<file path="src/hw/rtl/pidtm_pkg.sv">
// ----------------------------------------------------------------------------
// PID controller, two modes: shared package
// Register map, field widths and the configuration bundle used by the
// register file, the datapath and the top level.
// ----------------------------------------------------------------------------
package pidtm_pkg;

   localparam int SAMPLE_WIDTH_DEF   = 16;
   localparam int GAIN_FRAC_BITS_DEF = 8;

   localparam int GAIN_W     = 21;
   localparam int ILIM_W     = 20;
   localparam int OLIM_W     = 15;
   localparam int DRIVE_W    = 16;
   localparam int ERR_SUM_W  = 21;
   localparam int CSR_IDX_W  = 3;
   localparam int CSR_DATA_W = 21;

   localparam logic [CSR_IDX_W-1:0] REG_MODE           = 3'd0;
   localparam logic [CSR_IDX_W-1:0] REG_GAIN_P         = 3'd1;
   localparam logic [CSR_IDX_W-1:0] REG_GAIN_I         = 3'd2;
   localparam logic [CSR_IDX_W-1:0] REG_GAIN_D         = 3'd3;
   localparam logic [CSR_IDX_W-1:0] REG_INTEGRAL_LIMIT = 3'd4;
   localparam logic [CSR_IDX_W-1:0] REG_OUTPUT_LIMIT   = 3'd5;

   localparam logic MODE_POSITIONAL  = 1'b0;
   localparam logic MODE_INCREMENTAL = 1'b1;

   typedef struct packed {
      logic                     mode;
      logic signed [GAIN_W-1:0] gain_p;
      logic signed [GAIN_W-1:0] gain_i;
      logic signed [GAIN_W-1:0] gain_d;
      logic [ILIM_W-1:0]        integral_limit;
      logic [OLIM_W-1:0]        output_limit;
   } cfg_type;

endpackage

</file>
<file path="src/hw/rtl/pidtm_csr.sv">
// ----------------------------------------------------------------------------
// PID controller, two modes: configuration registers
// Holds the mode, the three gains and the two limits, written through a
// plain write port. Writes to unused indices are dropped.
// ----------------------------------------------------------------------------
module pidtm_csr (
   input  logic                              clock,
   input  logic                              reset,
   input  logic                              csr_wr_en,
   input  logic [pidtm_pkg::CSR_IDX_W-1:0]   csr_index,
   input  logic [pidtm_pkg::CSR_DATA_W-1:0]  csr_wdata,
   output pidtm_pkg::cfg_type                cfg
);

   pidtm_pkg::cfg_type cfg_ff;
   pidtm_pkg::cfg_type cfg_in;

   always_comb begin
      cfg_in = cfg_ff;
      if (csr_wr_en) begin
         unique case (csr_index)
            pidtm_pkg::REG_MODE: begin
               cfg_in.mode = csr_wdata[0];
            end
            pidtm_pkg::REG_GAIN_P: begin
               cfg_in.gain_p = $signed(csr_wdata[pidtm_pkg::GAIN_W-1:0]);
            end
            pidtm_pkg::REG_GAIN_I: begin
               cfg_in.gain_i = $signed(csr_wdata[pidtm_pkg::GAIN_W-1:0]);
            end
            pidtm_pkg::REG_GAIN_D: begin
               cfg_in.gain_d = $signed(csr_wdata[pidtm_pkg::GAIN_W-1:0]);
            end
            pidtm_pkg::REG_INTEGRAL_LIMIT: begin
               cfg_in.integral_limit = csr_wdata[pidtm_pkg::ILIM_W-1:0];
            end
            pidtm_pkg::REG_OUTPUT_LIMIT: begin
               cfg_in.output_limit = csr_wdata[pidtm_pkg::OLIM_W-1:0];
            end
            default: begin
               cfg_in = cfg_ff;
            end
         endcase
      end
   end

   always_ff @(posedge clock) begin
      if (reset) begin
         cfg_ff <= '0;
      end else begin
         cfg_ff <= cfg_in;
      end
   end

   assign cfg = cfg_ff;

endmodule

</file>
<file path="src/hw/rtl/pidtm_datapath.sv">
// ----------------------------------------------------------------------------
// PID controller, two modes: datapath
// Forms the error, the clamped error sum and the three gain products, and
// from them the clamped drive value for either positional or incremental
// operation.
// ----------------------------------------------------------------------------
module pidtm_datapath #(
   parameter int SAMPLE_WIDTH   = pidtm_pkg::SAMPLE_WIDTH_DEF,
   parameter int GAIN_FRAC_BITS = pidtm_pkg::GAIN_FRAC_BITS_DEF
) (
   input  pidtm_pkg::cfg_type                          cfg,
   input  logic signed [SAMPLE_WIDTH-1:0]              setpoint,
   input  logic signed [SAMPLE_WIDTH-1:0]              feedback,
   input  logic signed [SAMPLE_WIDTH:0]                err_prev,
   input  logic signed [SAMPLE_WIDTH:0]                err_prev2,
   input  logic signed [pidtm_pkg::ERR_SUM_W-1:0]      err_sum,
   input  logic signed [pidtm_pkg::DRIVE_W-1:0]        out_prev,
   output logic signed [SAMPLE_WIDTH:0]                err,
   output logic signed [pidtm_pkg::ERR_SUM_W-1:0]      err_sum_next,
   output logic signed [pidtm_pkg::DRIVE_W-1:0]        drive
);

   localparam int EW   = SAMPLE_WIDTH + 1;
   localparam int DW   = SAMPLE_WIDTH + 3;
   localparam int SW   = pidtm_pkg::ERR_SUM_W;
   localparam int GW   = pidtm_pkg::GAIN_W;
   localparam int IW   = (EW > SW) ? EW : SW;
   localparam int AW   = ((DW > SW) ? DW : SW) + GW + 3;

   logic signed [EW-1:0]      e;
   logic signed [AW-1:0]      e_w;
   logic signed [AW-1:0]      e1_w;
   logic signed [AW-1:0]      e2_w;
   logic signed [AW-1:0]      d1_w;
   logic signed [AW-1:0]      d2_w;
   logic signed [AW-1:0]      il_w;
   logic signed [AW-1:0]      il_q_w;
   logic signed [AW-1:0]      ol_w;
   logic signed [AW-1:0]      sum_raw;
   logic signed [AW-1:0]      sum_cl;
   logic signed [EW:0]        op_p;
   logic signed [IW-1:0]      op_i;
   logic signed [EW+1:0]      op_d;
   logic signed [GW+EW:0]     prod_p;
   logic signed [GW+IW-1:0]   prod_i;
   logic signed [GW+EW+1:0]   prod_d;
   logic signed [AW-1:0]      term_i;
   logic signed [AW-1:0]      acc;
   logic signed [AW-1:0]      base;
   logic signed [AW-1:0]      drv_raw;
   logic signed [AW-1:0]      drv_cl;
   logic                      incremental;

   assign incremental = (cfg.mode == pidtm_pkg::MODE_INCREMENTAL);

   assign e    = EW'(setpoint) - EW'(feedback);
   assign e_w  = AW'(e);
   assign e1_w = AW'(err_prev);
   assign e2_w = AW'(err_prev2);
   assign d1_w = e_w - e1_w;
   assign d2_w = e_w - (e1_w <<< 1) + e2_w;

   assign il_w   = AW'($signed({1'b0, cfg.integral_limit}));
   assign il_q_w = il_w <<< GAIN_FRAC_BITS;
   assign ol_w   = AW'($signed({1'b0, cfg.output_limit}));

   assign sum_raw = AW'(err_sum) + e_w;

   always_comb begin
      if (sum_raw > il_w) begin
         sum_cl = il_w;
      end else if (sum_raw < -il_w) begin
         sum_cl = -il_w;
      end else begin
         sum_cl = sum_raw;
      end
   end

   assign op_p = incremental ? d1_w[EW:0] : (EW+1)'(e);
   assign op_i = incremental ? IW'(e) : sum_cl[IW-1:0];
   assign op_d = incremental ? d2_w[EW+1:0] : d1_w[EW+1:0];

   assign prod_p = cfg.gain_p * op_p;
   assign prod_i = cfg.gain_i * op_i;
   assign prod_d = cfg.gain_d * op_d;

   always_comb begin
      term_i = AW'(prod_i);
      if (incremental) begin
         if (AW'(prod_i) > il_q_w) begin
            term_i = il_q_w;
         end else if (AW'(prod_i) < -il_q_w) begin
            term_i = -il_q_w;
         end
      end
   end

   assign acc     = AW'(prod_p) + term_i + AW'(prod_d);
   assign base    = incremental ? AW'(out_prev) : '0;
   assign drv_raw = base + (acc >>> GAIN_FRAC_BITS);

   always_comb begin
      if (drv_raw > ol_w) begin
         drv_cl = ol_w;
      end else if (drv_raw < -ol_w) begin
         drv_cl = -ol_w;
      end else begin
         drv_cl = drv_raw;
      end
   end

   assign err          = e;
   assign err_sum_next = sum_cl[SW-1:0];
   assign drive        = drv_cl[pidtm_pkg::DRIVE_W-1:0];

endmodule

</file>
<file path="src/hw/rtl/pid_controller_two_mode_core.sv">
// ----------------------------------------------------------------------------
// PID controller, two modes: top level
// Each request carries a setpoint and a feedback sample; the response is one
// clamped drive value from a positional or an incremental PID law.
//
// Requests enter on req_valid/req_ready and are held in an input register.
// The datapath is combinational between that register and the response
// register, updating the error history, the error sum (positional mode
// only) and the previous output as the result is stored.
// The request is first held in the input register; once the response
// register is free, the result is stored there and rsp_valid rises.
// Throughput: one transfer per cycle while rsp_ready stays high, set by
// the datapath and its state update.
// When the receiver holds rsp_ready low, the response register keeps its
// value, the input register fills, and req_ready falls until the response
// is taken; nothing is lost or repeated.
// Reset clears the controller state, the configuration and both valid
// flags. Configuration is written through csr_wr_en, csr_index, csr_wdata
// while no sample is in flight; the user must ensure this, not the block.
// ----------------------------------------------------------------------------
module pid_controller_two_mode_core #(
   parameter int SAMPLE_WIDTH   = pidtm_pkg::SAMPLE_WIDTH_DEF,
   parameter int GAIN_FRAC_BITS = pidtm_pkg::GAIN_FRAC_BITS_DEF
) (
   input  logic                                   clock,
   input  logic                                   reset,
   input  logic                                   req_valid,
   output logic                                   req_ready,
   input  logic signed [SAMPLE_WIDTH-1:0]         req_setpoint,
   input  logic signed [SAMPLE_WIDTH-1:0]         req_feedback,
   output logic                                   rsp_valid,
   input  logic                                   rsp_ready,
   output logic signed [pidtm_pkg::DRIVE_W-1:0]   rsp_drive,
   input  logic                                   csr_wr_en,
   input  logic [pidtm_pkg::CSR_IDX_W-1:0]        csr_index,
   input  logic [pidtm_pkg::CSR_DATA_W-1:0]       csr_wdata
);

   pidtm_pkg::cfg_type cfg;

   logic                                   in_valid_ff;
   logic                                   in_valid_in;
   logic signed [SAMPLE_WIDTH-1:0]         sp_ff;
   logic signed [SAMPLE_WIDTH-1:0]         fb_ff;
   logic                                   rsp_valid_ff;
   logic                                   rsp_valid_in;
   logic signed [pidtm_pkg::DRIVE_W-1:0]   drive_ff;
   logic signed [SAMPLE_WIDTH:0]           err_prev_ff;
   logic signed [SAMPLE_WIDTH:0]           err_prev2_ff;
   logic signed [pidtm_pkg::ERR_SUM_W-1:0] err_sum_ff;
   logic signed [pidtm_pkg::ERR_SUM_W-1:0] err_sum_in;
   logic signed [pidtm_pkg::DRIVE_W-1:0]   out_prev_ff;
   logic signed [SAMPLE_WIDTH:0]           err;
   logic signed [pidtm_pkg::ERR_SUM_W-1:0] err_sum_next;
   logic signed [pidtm_pkg::DRIVE_W-1:0]   drive;
   logic                                   out_free;
   logic                                   advance;
   logic                                   req_xfer;

   pidtm_csr u_csr (
      .clock     (clock),
      .reset     (reset),
      .csr_wr_en (csr_wr_en),
      .csr_index (csr_index),
      .csr_wdata (csr_wdata),
      .cfg       (cfg)
   );

   pidtm_datapath #(
      .SAMPLE_WIDTH   (SAMPLE_WIDTH),
      .GAIN_FRAC_BITS (GAIN_FRAC_BITS)
   ) u_datapath (
      .cfg          (cfg),
      .setpoint     (sp_ff),
      .feedback     (fb_ff),
      .err_prev     (err_prev_ff),
      .err_prev2    (err_prev2_ff),
      .err_sum      (err_sum_ff),
      .out_prev     (out_prev_ff),
      .err          (err),
      .err_sum_next (err_sum_next),
      .drive        (drive)
   );

   assign out_free  = !rsp_valid_ff || rsp_ready;
   assign advance   = in_valid_ff && out_free;
   assign req_ready = !in_valid_ff || advance;
   assign req_xfer  = req_valid && req_ready;

   assign in_valid_in  = req_xfer || (in_valid_ff && !advance);
   assign rsp_valid_in = advance || (rsp_valid_ff && !rsp_ready);
   assign err_sum_in   = (cfg.mode == pidtm_pkg::MODE_POSITIONAL) ? err_sum_next : err_sum_ff;

   always_ff @(posedge clock) begin
      if (reset) begin
         in_valid_ff  <= 1'b0;
         rsp_valid_ff <= 1'b0;
         err_prev_ff  <= '0;
         err_prev2_ff <= '0;
         err_sum_ff   <= '0;
         out_prev_ff  <= '0;
      end else begin
         in_valid_ff  <= in_valid_in;
         rsp_valid_ff <= rsp_valid_in;
         if (advance) begin
            err_prev_ff  <= err;
            err_prev2_ff <= err_prev_ff;
            err_sum_ff   <= err_sum_in;
            out_prev_ff  <= drive;
         end
      end
   end

   always_ff @(posedge clock) begin
      if (req_xfer) begin
         sp_ff <= req_setpoint;
         fb_ff <= req_feedback;
      end
      if (advance) begin
         drive_ff <= drive;
      end
   end

   assign rsp_valid = rsp_valid_ff;
   assign rsp_drive = drive_ff;

endmodule
</file>
<file path="config.mk">
export PLATFORM = sky130hd
export DESIGN_NAME = pid_controller_two_mode_core
export DESIGN_NICKNAME = d
export VERILOG_FILES = /design/src/hw/rtl/pidtm_pkg.sv /design/src/hw/rtl/pidtm_csr.sv /design/src/hw/rtl/pidtm_datapath.sv /design/src/hw/rtl/pid_controller_two_mode_core.sv
export SDC_FILE = /design/constraint.sdc
export NUM_CORES = 2
export LEC_CHECK = 0
export BUFFER_PORTS_ARGS = -buffer_cell sky130_fd_sc_hd__buf_2
export CORE_MARGIN = 2
export CORE_UTILIZATION = 55
export CTS_CLUSTER_DIAMETER = 50
export DETAILED_ROUTE_END_ITERATION = 7
export PLACE_DENSITY = 0.77
export SYNTH_ARGS = -nofsm -noshare
export SYNTH_HDL_FRONTEND = slang
export SYNTH_HIERARCHICAL = 1
export SYNTH_SLANG_ARGS = --single-unit
</file>
<file path="constraint.sdc">
create_clock -name clock -period 36.7 [get_ports clock]
set_input_delay 11.01 -clock clock [delete_from_list [all_inputs] [get_ports clock]]
set_output_delay 11.01 -clock clock [all_outputs]
set_load 0.01 [all_outputs]
</file>
==> flow_metrics.tcl <==
set metrics [dict create \
    status "finished, final reports clean" \
    synth_area_per_cell_sq_um 9.07 \
    detail_route.first_pass.iterations 5 \
    r2r-start "sp_ff[0]" \
    grt_pass1_wl_mm 306 \
    reg2reg_slack_ns 7.35 \
    maximum_number_of_pins_on_one_net_before_global_route_repair 115 \
    flow.area_growth_from_synthesis_pct 4.58 \
    cts_buffers 37 \
    worst_slew_margin_rel_pct 9.67 \
    post_cts.repair.setup_buffers 0 \
    die_h_um 356 \
    number_of_vias_in_the_routed_layout 51500 \
    worst_hold_path.endpoint "out_prev_ff[6]" \
    post-synth-top-area-fraction_pct 42.1 \
    timing.clock.skew_ns 0.0288 \
    clock_pin_transition_on_the_worst_setup_and_hold_timing_paths_ns 0.06 \
    r2r_cells 108 \
    drt-wirelength-per-cell_um 20.8 \
    synth_top_cells_by_area "sky130_fd_sc_hd__fa_1, sky130_fd_sc_hd__ha_1, sky130_fd_sc_hd__inv_1" \
    floorplan.io_pins 79 \
    hold_path_startpoint "out_prev_ff[6]" \
    dpl_cell_area_sq_um 70100 \
    most_frequent_cell_on_critical_path "sky130_fd_sc_hd__fa_1" \
    die-area_sq_um 127000 \
    placement.io_buffers 78 \
    worstHoldPathCells 2 \
    ctsHoldBuffers 0 \
    num-nets-final 9465 \
    groute.usage.overall_pct 30.7 \
    syn-cell-area_sq_um 68200 \
    horizontal_die_dimension_um 356 \
    yosysWarningCount 6 \
    syn_nets 9585 \
    r2r-end "out_prev_ff[7]" \
    clock_sink_count 220 \
    tritoncts "yes" \
    critPathRequiredTime_ns 37.12 \
    timing.setup.critical_path_class "reg2reg" \
    tightestPinTransition_ns 1.35 \
    start_kind "register" \
    final_hold_viol_count 0 \
    hold_path_class "reg2reg" \
    cts-resized-gates 0 \
    post_detailed_route_via_to_cell_ratio 5.69 \
    synth_top_area_cell "sky130_fd_sc_hd__fa_1" \
    min_period_ns 29.35 \
    max_freq_ghz 0.0341 \
    ctsHtreeMaxLevel 2 \
    grt_pass1_vias 55300 \
    asyncSetResetFlopFracSynth_pct 0 \
    hold_ws_ns 0.476 \
    crit_fanout 38 \
    cts-root-to-sink-buffers 3 \
    critical_path.max_stage_delay_ns 0.78 \
    place_inst 8992 \
    report.final.setup_viol 0 \
    setup_tns_ns 0 \
    rows 129 \
    drc_errors 0 \
    synth_cell_types 96 \
    synth-seq-area-share_pct 7.17 \
    layoutNonFillerInstCount 9060 \
    grt_setup_unrepaired "no" \
    fin_area_sq_um 71300 \
    floorplan.core_area_sq_um 123000 \
    fin_crit_sh_pct 80.0 \
    max-cap-violations 0 \
    root_buffer "sky130_fd_sc_hd__clkbuf_16" \
    gpl.final_weighted_congestion 0.999 \
    initialDrtViolationCount 4171 \
    end_kind "register" \
    place_hpwl_mm 157 \
    cp_data_arrival_time_ns 29.76 \
    overall_overflow_remaining_after_global_route 0 \
    synth_edf_count 48 \
    grt_antenna_before_repair 6 \
    drv_slew 0 \
    postRouteAntennaNets 0 \
    floorplan.initialDensity_pct 55.3 \
    synth_seq_cells 220 \
    postSynth.topFlopCell "sky130_fd_sc_hd__dfxtp_1" \
    final_layout_size_suffix_gt1_share_pct 4.46 \
    drt_wl_total_mm 188 \
    synth_cells 7514 \
    clock_insertion_delay_worst_skew_ns 0.58 \
    slowest_stage "sky130_fd_sc_hd__a21oi_1" \
]
worst max-delay path, delay by kind of cell, from the launching register on:
family | cells | cell delay [ns]
XOR/XNOR | 5 | 1.42
AND/OR/NAND/NOR | 19 | 3.72
multiplexers | 3 | 0.70
flip-flops | 1 | 0.35
buffers and inverters | 14 | 2.19
AO/OA/AOI/OAI | 45 | 10.87
adder cells (fa/ha/maj) | 22 | 9.84
worst max path at each step:
stage | start | to | depth (start not counted)
2_1_floorplan | sp_ff[0] | out_prev_ff[10] | 111
3_3_place_gp | sp_ff[0] | out_prev_ff[4] | 111
3_5_place_dp | sp_ff[0] | out_prev_ff[4] | 111
4_1_cts | sp_ff[0] | out_prev_ff[7] | 110
5_1_grt | sp_ff[0] | out_prev_ff[4] | 108
6_report | sp_ff[0] | out_prev_ff[7] | 108
metrics by stage:
stage / setup slack [ns] / util (%)
2_1_floorplan: 11.06 / -
3_3_place_gp: 8.79 / 56.8
3_5_place_dp: 8.12 / 56.8
4_1_cts: 7.94 / 57.8
5_1_grt: 5.45 / 57.8
6_report: 7.35 / 57.8
sequential cells by signal, indices dropped and copies added (netlist names):
name and count:
out_prev_ff 16, sp_ff 16, fb_ff 16, rsp_valid 1
in_valid_ff 1, err_prev2_ff 17, rsp_drive 16, u_csr/cfg 99
err_sum_ff 21, err_prev_ff 17
synthesized netlist by cell type (23+ instances only):
| cell type | n |
|---|---|
| sky130_fd_sc_hd__xor2_1 | 53 |
| sky130_fd_sc_hd__inv_1 | 1582 |
| sky130_fd_sc_hd__a21oi_1 | 227 |
| sky130_fd_sc_hd__a211oi_1 | 29 |
| sky130_fd_sc_hd__nand2_1 | 859 |
| sky130_fd_sc_hd__buf_1 | 35 |
| sky130_fd_sc_hd__o21ai_0 | 115 |
| sky130_fd_sc_hd__edfxtp_1 | 48 |
| sky130_fd_sc_hd__fa_1 | 1433 |
| sky130_fd_sc_hd__nor3_1 | 70 |
| sky130_fd_sc_hd__clkbuf_1 | 271 |
| sky130_fd_sc_hd__nor2b_1 | 187 |
| sky130_fd_sc_hd__a21o_1 | 84 |
| sky130_fd_sc_hd__xnor2_1 | 145 |
| sky130_fd_sc_hd__dfxtp_1 | 172 |
| sky130_fd_sc_hd__mux2_2 | 26 |
| sky130_fd_sc_hd__nand3_1 | 57 |
| sky130_fd_sc_hd__mux2i_1 | 208 |
| sky130_fd_sc_hd__nand4_1 | 43 |
| sky130_fd_sc_hd__a31oi_1 | 33 |
| sky130_fd_sc_hd__nand2b_1 | 315 |
| sky130_fd_sc_hd__and2_1 | 334 |
| sky130_fd_sc_hd__nor2_1 | 203 |
| sky130_fd_sc_hd__ha_1 | 577 |
| sky130_fd_sc_hd__o21a_1 | 42 |
| sky130_fd_sc_hd__o211ai_1 | 23 |
| sky130_fd_sc_hd__and3_1 | 26 |
| sky130_fd_sc_hd__or3_1 | 24 |
per-layer routing:
metal | share of wire [%] | up-vias | track usage (%)
li1 | - | 22800 | -
met1 | 41 | 26300 | 41.7
met2 | 47 | 2060 | 49.9
met3 | 8.2 | 391 | 5.42
met4 | 3.7 | 6 | 10.1
met5 | 0.024 | - | 0
cell usage in the layout, fill, tap and decap left out, types with 29 or more instances in the layout:
cell	count
sky130_fd_sc_hd__xnor2_1	145
sky130_fd_sc_hd__xor2_1	53
sky130_fd_sc_hd__nor2b_1	187
sky130_fd_sc_hd__nor2_1	203
sky130_fd_sc_hd__a21o_1	84
sky130_fd_sc_hd__nor3_1	70
sky130_fd_sc_hd__o21a_1	42
sky130_fd_sc_hd__a31oi_1	33
sky130_fd_sc_hd__edfxtp_1	48
sky130_fd_sc_hd__dfxtp_1	171
sky130_fd_sc_hd__nand2_1	859
sky130_fd_sc_hd__nand3_1	57
sky130_fd_sc_hd__o21ai_0	110
sky130_fd_sc_hd__clkbuf_16	37
sky130_fd_sc_hd__buf_4	97
sky130_fd_sc_hd__buf_2	77
sky130_fd_sc_hd__inv_1	1582
sky130_fd_sc_hd__nand2b_1	315
sky130_fd_sc_hd__fa_1	1433
sky130_fd_sc_hd__mux2i_1	198
sky130_fd_sc_hd__nand4_1	43
sky130_fd_sc_hd__and2_1	334
sky130_fd_sc_hd__a211oi_1	29
sky130_fd_sc_hd__ha_1	577
sky130_fd_sc_hd__a21oi_1	224
logic make-up after synthesis:
group / Yosys count / synth area share, %
AOI/OAI and AO/OA: 742 / 7.12
xor gates and xnor gates: 198 / 2.54
muxes: 234 / 3.48
buffers and inverters: 1917 / 10.8
and+or+nand+nor: 2193 / 16.3
adders and majority gates: 2010 / 52.7
DFF: 220 / 7.17
final cells by class:
class | instances | area, sq um
clock buffer | 41 | 951
clock inverter | 26 | 275
sequential | 220 | 4890
fill | 10700 | 52000
multi-input combinational | 5377 | 56100
inverter | 1584 | 5950
timing repair buffer | 174 | 1110
tap | 1637 | 2050
antenna | 1 | 2.50
Power is left out: the tool's default activity adds up to more than one toggle a clock period on the data nets, which glitch-free logic cannot reach.
